==> config.mk <==
export PLATFORM = sky130hd
export DESIGN_NAME = mse_sorter
export DESIGN_NICKNAME = d
export VERILOG_FILES = /design/src/sv/mse_pkg.sv /design/src/sv/mse_sorter.sv
export VERILOG_INCLUDE_DIRS = /design/src /design/src/sv
export SDC_FILE = /design/constraint.sdc
export NUM_CORES = 1
export LEC_CHECK = 0
export BUFFER_PORTS_ARGS = -buffer_cell sky130_fd_sc_hd__buf_2
export CORE_MARGIN = 5
export CORE_UTILIZATION = 30
export CTS_BUF_LIST = sky130_fd_sc_hd__clkbuf_4
export CTS_CLUSTER_DIAMETER = 120
export CTS_CLUSTER_SIZE = 8
export DETAILED_ROUTE_END_ITERATION = 12
export SYNTH_ARGS = -nofsm -noshare
export SYNTH_HDL_FRONTEND = slang
export SYNTH_SLANG_ARGS = --single-unit
==> constraint.sdc <==
create_clock -name clk_i -period 4 [get_ports clk_i]
set_clock_uncertainty 0.15 [all_clocks]
set_input_delay 0.2 -clock clk_i [delete_from_list [all_inputs] [get_ports clk_i]]
set_output_delay 0.2 -clock clk_i [all_outputs]
set_load 0.005 [all_outputs]
==> src/sv/assert_macros.svh <==
// assertion macros used by the merge sort engine sequencer
`ifndef ASSERT_MACROS_SVH
`define ASSERT_MACROS_SVH

// concurrent check on the rising clock edge, off while reset is asserted
`define MSE_ASSERT(lbl, prop) \
  lbl: assert property (@(posedge clk_i) disable iff (!rst_ni) prop) \
    else $error("merge sort engine check failed");

// condition that must never hold
`define MSE_NEVER(lbl, expr) `MSE_ASSERT(lbl, !(expr))

`endif

==> src/sv/mse_pkg.sv <==
// shared constants and types of the merge sort engine
package mse_pkg;

  localparam int KEY_W   = 32;
  localparam int MAX_EL  = 64;
  localparam int ADDR_W  = $clog2(MAX_EL);
  localparam int CNT_W   = ADDR_W + 1;
  localparam int SPAN_W  = CNT_W + 1;

  localparam int APB_AW  = 3;
  localparam int APB_DW  = 32;

  // register word index, taken from paddr above the byte offset
  localparam logic REG_DESC = 1'b0;

  // write and read requests toward the two key buffers
  typedef struct packed {
    logic              we_a;
    logic              we_b;
    logic [ADDR_W-1:0] waddr;
    logic [KEY_W-1:0]  wdata;
    logic [ADDR_W-1:0] raddr_l;
    logic [ADDR_W-1:0] raddr_r;
  } mem_req_t;

endpackage

==> src/sv/mse_sorter.sv <==
// load, bottom-up merge and unload sequencer over two ping-pong key buffers
`include "assert_macros.svh"

module mse_sorter (
  input  logic                        clk_i,
  input  logic                        rst_ni,
  input  logic                        desc_i,
  input  logic                        s_tvalid_i,
  output logic                        s_tready_o,
  input  logic [mse_pkg::KEY_W-1:0]   s_key_i,
  input  logic                        s_last_i,
  input  logic [mse_pkg::KEY_W-1:0]   rd_a_l_i,
  input  logic [mse_pkg::KEY_W-1:0]   rd_a_r_i,
  input  logic [mse_pkg::KEY_W-1:0]   rd_b_l_i,
  input  logic [mse_pkg::KEY_W-1:0]   rd_b_r_i,
  output mse_pkg::mem_req_t           mem_o,
  output logic                        m_tvalid_o,
  input  logic                        m_tready_i,
  output logic [mse_pkg::KEY_W-1:0]   m_key_o,
  output logic                        m_fin_o,
  output logic                        m_ovf_o
);
  import mse_pkg::*;

  localparam logic [1:0] S_LOAD  = 2'd0;
  localparam logic [1:0] S_START = 2'd1;
  localparam logic [1:0] S_MERGE = 2'd2;
  localparam logic [1:0] S_OUT   = 2'd3;

  logic [1:0]       state_q, state_d;
  logic [CNT_W-1:0] cnt_q, cnt_d;
  logic             drop_q, drop_d;
  logic [CNT_W-1:0] w_q, w_d;
  logic             src_q, src_d;
  logic [CNT_W-1:0] l_q, l_d;
  logic [CNT_W-1:0] r_q, r_d;
  logic [CNT_W-1:0] mid_q, mid_d;
  logic [CNT_W-1:0] hi_q, hi_d;
  logic [CNT_W-1:0] k_q, k_d;

  logic             ov_q, ov_d;
  logic [KEY_W-1:0] okey_q, okey_d;
  logic             ofin_q, ofin_d;
  logic             oovf_q, oovf_d;

  logic              acc;
  logic [KEY_W-1:0]  dl, dr;
  logic              goes_first;
  logic              take_l;
  logic [CNT_W-1:0]  k_nx;
  logic [SPAN_W-1:0] two_w;
  logic [SPAN_W-1:0] n_span;
  logic [SPAN_W-1:0] first_hi;
  logic [SPAN_W-1:0] nx_mid;
  logic [SPAN_W-1:0] nx_hi;
  logic              out_load;
  logic              out_fin;

  assign s_tready_o = (state_q == S_LOAD);
  assign acc        = s_tvalid_i & s_tready_o;

  // heads of the two runs come from the current source buffer
  assign dl = src_q ? rd_b_l_i : rd_a_l_i;
  assign dr = src_q ? rd_b_r_i : rd_a_r_i;
  assign goes_first = desc_i ? (dl > dr) : (dl < dr);
  assign take_l = (l_q < mid_q) && ((r_q >= hi_q) || goes_first);

  // run bounds of the first and of the following merges of a pass
  assign k_nx     = k_q + CNT_W'(1);
  assign two_w    = {w_q, 1'b0};
  assign n_span   = SPAN_W'(cnt_q);
  assign first_hi = (two_w > n_span) ? n_span : two_w;
  assign nx_mid   = ((SPAN_W'(hi_q) + SPAN_W'(w_q)) > n_span) ? n_span
                                                              : (SPAN_W'(hi_q) + SPAN_W'(w_q));
  assign nx_hi    = ((SPAN_W'(hi_q) + two_w) > n_span) ? n_span : (SPAN_W'(hi_q) + two_w);

  // result register handshake
  assign out_load = (state_q == S_OUT) && (!ov_q || m_tready_i);
  assign out_fin  = ((l_q + CNT_W'(1)) == cnt_q);

  // sequencer
  always_comb begin
    state_d = state_q;
    cnt_d   = cnt_q;
    drop_d  = drop_q;
    w_d     = w_q;
    src_d   = src_q;
    l_d     = l_q;
    r_d     = r_q;
    mid_d   = mid_q;
    hi_d    = hi_q;
    k_d     = k_q;
    ov_d    = ov_q;
    okey_d  = okey_q;
    ofin_d  = ofin_q;
    oovf_d  = oovf_q;
    mem_o.we_a  = 1'b0;
    mem_o.we_b  = 1'b0;
    mem_o.waddr = cnt_q[ADDR_W-1:0];
    mem_o.wdata = s_key_i;

    if (ov_q && m_tready_i) begin
      ov_d = 1'b0;
    end

    case (state_q)
      S_LOAD: begin
        if (acc) begin
          if (cnt_q < CNT_W'(MAX_EL)) begin
            mem_o.we_a = 1'b1;
            cnt_d      = cnt_q + CNT_W'(1);
          end else begin
            drop_d = 1'b1;
          end
          if (s_last_i) begin
            state_d = S_START;
            w_d     = CNT_W'(1);
            src_d   = 1'b0;
          end
        end
      end
      S_START: begin
        // prime the read ports for a pass, or for unloading when sorted
        l_d = '0;
        if (w_q >= cnt_q) begin
          state_d = S_OUT;
        end else begin
          state_d = S_MERGE;
          r_d     = w_q;
          mid_d   = w_q;
          hi_d    = first_hi[CNT_W-1:0];
          k_d     = '0;
        end
      end
      S_MERGE: begin
        // one element per cycle into the destination buffer
        mem_o.we_a  = src_q;
        mem_o.we_b  = !src_q;
        mem_o.waddr = k_q[ADDR_W-1:0];
        mem_o.wdata = take_l ? dl : dr;
        k_d = k_nx;
        if (take_l) begin
          l_d = l_q + CNT_W'(1);
        end else begin
          r_d = r_q + CNT_W'(1);
        end
        if (k_nx == hi_q) begin
          if (hi_q == cnt_q) begin
            state_d = S_START;
            w_d     = {w_q[CNT_W-2:0], 1'b0};
            src_d   = !src_q;
          end else begin
            l_d   = hi_q;
            mid_d = nx_mid[CNT_W-1:0];
            r_d   = nx_mid[CNT_W-1:0];
            hi_d  = nx_hi[CNT_W-1:0];
          end
        end
      end
      S_OUT: begin
        if (out_load) begin
          ov_d   = 1'b1;
          okey_d = dl;
          ofin_d = out_fin;
          oovf_d = out_fin & drop_q;
          l_d    = l_q + CNT_W'(1);
          if (out_fin) begin
            state_d = S_LOAD;
            cnt_d   = '0;
            drop_d  = 1'b0;
          end
        end
      end
      default: begin
        state_d = S_LOAD;
      end
    endcase

    // next pointers address the buffers so data lines up with the registered pointers
    mem_o.raddr_l = l_d[ADDR_W-1:0];
    mem_o.raddr_r = r_d[ADDR_W-1:0];
  end

  always_ff @(posedge clk_i or negedge rst_ni) begin
    if (!rst_ni) begin
      state_q <= S_LOAD;
      cnt_q   <= '0;
      drop_q  <= 1'b0;
      w_q     <= '0;
      src_q   <= 1'b0;
      l_q     <= '0;
      r_q     <= '0;
      mid_q   <= '0;
      hi_q    <= '0;
      k_q     <= '0;
      ov_q    <= 1'b0;
    end else begin
      state_q <= state_d;
      cnt_q   <= cnt_d;
      drop_q  <= drop_d;
      w_q     <= w_d;
      src_q   <= src_d;
      l_q     <= l_d;
      r_q     <= r_d;
      mid_q   <= mid_d;
      hi_q    <= hi_d;
      k_q     <= k_d;
      ov_q    <= ov_d;
    end
  end

  // result payload
  always_ff @(posedge clk_i) begin
    okey_q <= okey_d;
    ofin_q <= ofin_d;
    oovf_q <= oovf_d;
  end

  assign m_tvalid_o = ov_q;
  assign m_key_o    = okey_q;
  assign m_fin_o    = ofin_q;
  assign m_ovf_o    = oovf_q;

  `MSE_ASSERT(a_merge_ptr, (state_q == S_MERGE) |-> (l_q <= mid_q && r_q <= hi_q && k_q < hi_q))
  `MSE_NEVER(a_dual_write, mem_o.we_a && mem_o.we_b)
  `MSE_ASSERT(a_cnt_bound, cnt_q <= CNT_W'(MAX_EL))
  `MSE_ASSERT(a_final_done, (out_load && out_fin) |=> (state_q == S_LOAD && cnt_q == '0))

endmodule

==> summary.md <==
| Metric | Value |
|---|---|
| CP max stage delay | `580 ps` |
| Synth area leader | `dfrtp_1` |
| WP data arrival | `4230 ps` |
| First-pass iteration count of the detailed router | `5` |
| Drt total wl | `33700 um` |
| Top_reg_cell synth | `dfrtp_1` |
| Sw Pwr | `4.52 mW` |
| Peak Freq | `0.219 GHz` |
| Fin nets | `1594` |
| Clk_lat worst skew | `490 ps` |
| Max-capacitance violation count | `0` |
| Mapped Area | `8500 um^2` |
| GP Congestion | `0.893` |
| Crit path top cell by count | `buf_12` |
| Syn avg cell area | `8.81 um^2` |
| Clk sinks | `88` |
| Status | `finished with violations` |
| CTS tree | `yes` |
| Post-synthesis sequential area ratio | `27.9%` |
| Most frequent cell after synthesis | `ha_1` |
| Syn-to-layout area delta | `45.0%` |
| Core area | `27900 um^2` |
| Pin slew with the least headroom to its limit | `934 ps` |
| IO Pins | `254` |
| Critical path type | `reg2out` |
| Syn. warnings | `0` |
| # fillers | `2730` |
| Total track usage | `20.0%` |
| Critical path peak fanout | `63` |
| Mux cell area share after synthesis | `10.3%` |
| Synth Area in Simple Gates | `16.7%` |
| Post-synthesis async set-or-reset flop share | `61.4%` |
| Startpoint Class | `flip-flop` |
| Clock Power Share | `5.4%` |
| Slowest CP cell | `dfrtp_4` |
| Critical Path Sink Type | `output port` |
| Power Dens Cells | `763 nW/um^2` |
| H-tree lvl count | `3` |
| Final period util | `114%` |
| HP Class | `in2reg` |
| Post-synth top cells | `94 x ha_1, 69 x nand2_1, 60 x o21ai_0, 54 x dfrtp_1` |
| RSZ-0062 raised after global routing | `yes` |
| Sequential power share | `15.5%` |
| Rows | `61` |
| Violated checks | `negative setup slack` |
| Slew HR | `37.3%` |
| Crit path cell chain | `buf_12 -> buf_8 -> mux2_4 -> ha_4 -> nand4_1 -> nor2_1 -> a221o_1 -> o31a_1 -> or3_4 -> a31oi_4 -> buf_12 -> buf_16 -> nor3_1 -> a211o_1 -> buf_2` |
| Die height | `178 um` |
| Final setup vio count | `45` |
| Final setup margin | `-576 ps` |
| CTS root buffer | `clkbuf_4` |
| Min cycle time layout | `4580 ps` |
| DRC viols | `0` |
| Max Slew Vio Count | `0` |
| First-pass GRT wire length | `50000 um` |
| Area post-placement | `10800 um^2` |
| Number of flops mapped to enable cells by yosys | `34` |
| Starting Density | `30.5%` |
| DR vias | `9195` |
| Port buffer count | `253` |
| Die X-Extent | `178 um` |
| Maximum root-to-sink buffer count | `2` |
| Synth Net Count | `1226` |
| Xor/xnor share of the synthesized area | `3.71%` |
| Reg clk slew, reported paths | `150 ps` |
| HPWL after DPL | `25300 um` |
| Initial antenna violation count | `1` |
| Combinational power share | `79.1%` |
| GRT Residual Overflow | `0` |
| Die area | `31800 um^2` |
| Antenna Nets Post-Route | `0` |
| Sw frac | `48.2%` |
| Largest net degree at the start of global routing | `75` |
| Vias per cell | `5.36` |
| Setup TNS | `-23380 ps` |
| TritonCTS buffer count | `9` |
| Largest family of logic cells by synthesized area | `compound AO/OA/AOI/OAI gates` |
| Layout Cells excl Fill | `1716` |
| Final Cell Area | `12300 um^2` |
| Flops & latches, synth | `88` |
| Internal | `4.87 mW` |
| Top cell type's share of synthesized area | `15.9%` |
| Layout cell share with drive strength beyond 1 | `38.0%` |
| Largest cells by area after synthesis | `dfrtp_1 16%, ha_1 14%, edfxtp_1 12%, mux2i_1 5.4%, mux2_2 4.9%` |
| Fin. Hold Viols | `0` |
| CP top delay family | `compound AO/OA/AOI/OAI gates` |
| Vias in the first global route | `9034` |
| Wire per inst | `19.7 um` |
| Cells after DPL | `1621` |
| Buf/Inv on CP | `5` |
| Cells after Synth | `964` |
| Synth Area in Adders | `14.3%` |
| Maximum vdd drop | `0.768 mV` |
| Unique cell type count in the Yosys netlist | `67` |
| Post-synthesis compound-gate area fraction | `20.7%` |
| Leakage | `5.76 nW` |
| Worst EP required | `3650 ps` |
| Iteration-0 DRC Markers | `612` |
==> power groups by stage <==
stage / Clock, mW / Combinational, mW / Sequential (mW)
2_1_floorplan: 0 / 3.83 / 1.47
3_3_place_gp: 0 / 5.93 / 1.48
3_5_place_dp: 0 / 5.99 / 1.49
4_1_cts: 0.542 / 7.19 / 1.45
5_1_grt: 0.561 / 8.03 / 1.48
6_report: 0.510 / 7.43 / 1.45
==> worst reg2reg max path: stages (launching register included) <==
cell and delay (ps):
dfrtp_4 580, buf_12 170, buf_8 130, mux2_4 320
ha_4 220, nand4_1 170, nor2_1 70, a221o_1 320
o31a_1 270, o211ai_1 300, a31oi_4 140, buf_12 170
buf_12 120, buf_16 130, or4_1 500, and3_1 150
==> cell type report <==
type	instances	area (um^2)	share of cell area (%)
Multi-Input combinational cell	754	6210	50.4
Timing Repair Buffer	431	2940	23.9
Sequential cell	88	2380	19.3
Tap cell	378	473	3.84
Inverter	48	180	1.46
Clock buffer	10	75.1	0.610
Clock inverter	6	57.6	0.467
Antenna cell	1	2.50	0.0203
==> through the flow <==
stage               setup slack, ps  power, mW  utilization [%]  hold slack [ps]
floorplan                      -189       5.30                -             -246
global placement               -242       7.41             38.6            -65.1
detailed placement             -248       7.48             38.6            -65.2
CTS                            -555       9.18             43.6             10.1
global route                   -743       10.1             44.2             26.0
finish                         -576       9.39             44.2             49.6
==> cell families (layout without fill, tap and decap cells) <==
kind of cell / after synthesis / after routing
AND/OR/NAND/NOR: 283 / 283
AO/OA/AOI/OAI: 256 / 256
buffers and inverters: 122 / 495
adder cells (fa/ha/maj): 96 / 96
flip-flops: 88 / 88
multiplexers: 83 / 83
XOR/XNOR: 36 / 36
other: 0 / 1
==> path summary, 6_finish.rpt <==
path	startpoint	end	cells after the start	slack (ps)
setup / recovery	src_q$_DFFE_PN0P_	mem_o[36]	15	-580
hold / removal	rd_a_l_i[1]	m_key_o[1]$_DFFE_PP_	3	50
setup reg to reg	src_q$_DFFE_PN0P_	r_q[6]$_DFFE_PN0P_	15	-20
hold reg to reg	mid_q[0]$_DFFE_PN0P_	mid_q[0]$_DFFE_PN0P_	2	350
max in group asynchronous	rst_ni	w_q[0]$_DFFE_PN0P_	4	2220
min in group asynchronous	rst_ni	mid_q[4]$_DFFE_PN0P_	3	550
==> layer usage <==
layer  GRT usage, %  part of all wire (%)
met3           2.25                   5.2
met2           32.8                    47
met4           7.26                   3.4
met5              0                     0
met1           27.3                    44
==> layout by cell type, fill, tap and decap left out, types with 19 or more instances in the layout <==
cell type / instances
mux2i_1: 33
a21oi_1: 43
nand3_1: 33
dlygate4sd3_1: 50
nand2_1: 68
inv_1: 46
ha_1: 72
ha_4: 19
a211o_1: 35
dfrtp_1: 51
nor3_1: 46
buf_2: 248
xnor2_1: 23
and3_1: 37
buf_4: 109
o21ai_0: 59
mux2_2: 24
nor2_1: 37
edfxtp_1: 34
==> sequential cells by signal, indices dropped and copies added (netlist names), 2 cells and up <==
signal	count
state_q	2
cnt_q	7
k_q	7
hi_q	7
l_q	7
w_q	7
mid_q	7
r_q	7
m_key_o	32
==> repair_timing <==
| item | 4_1_cts | 5_1_grt |
|---|---|---|
| pin swaps | 29 | 14 |
| endpoints found under the hold margin | 86 | 1 |
| gates cloned | 2 | 0 |
| gates resized for setup | 82 | 25 |
| setup buffers | 25 | 5 |
| hold buffers | 49 | 1 |
| setup endpoints to repair | 50 | 47 |
No activity file was read; power rests on OpenSTA's default activity.
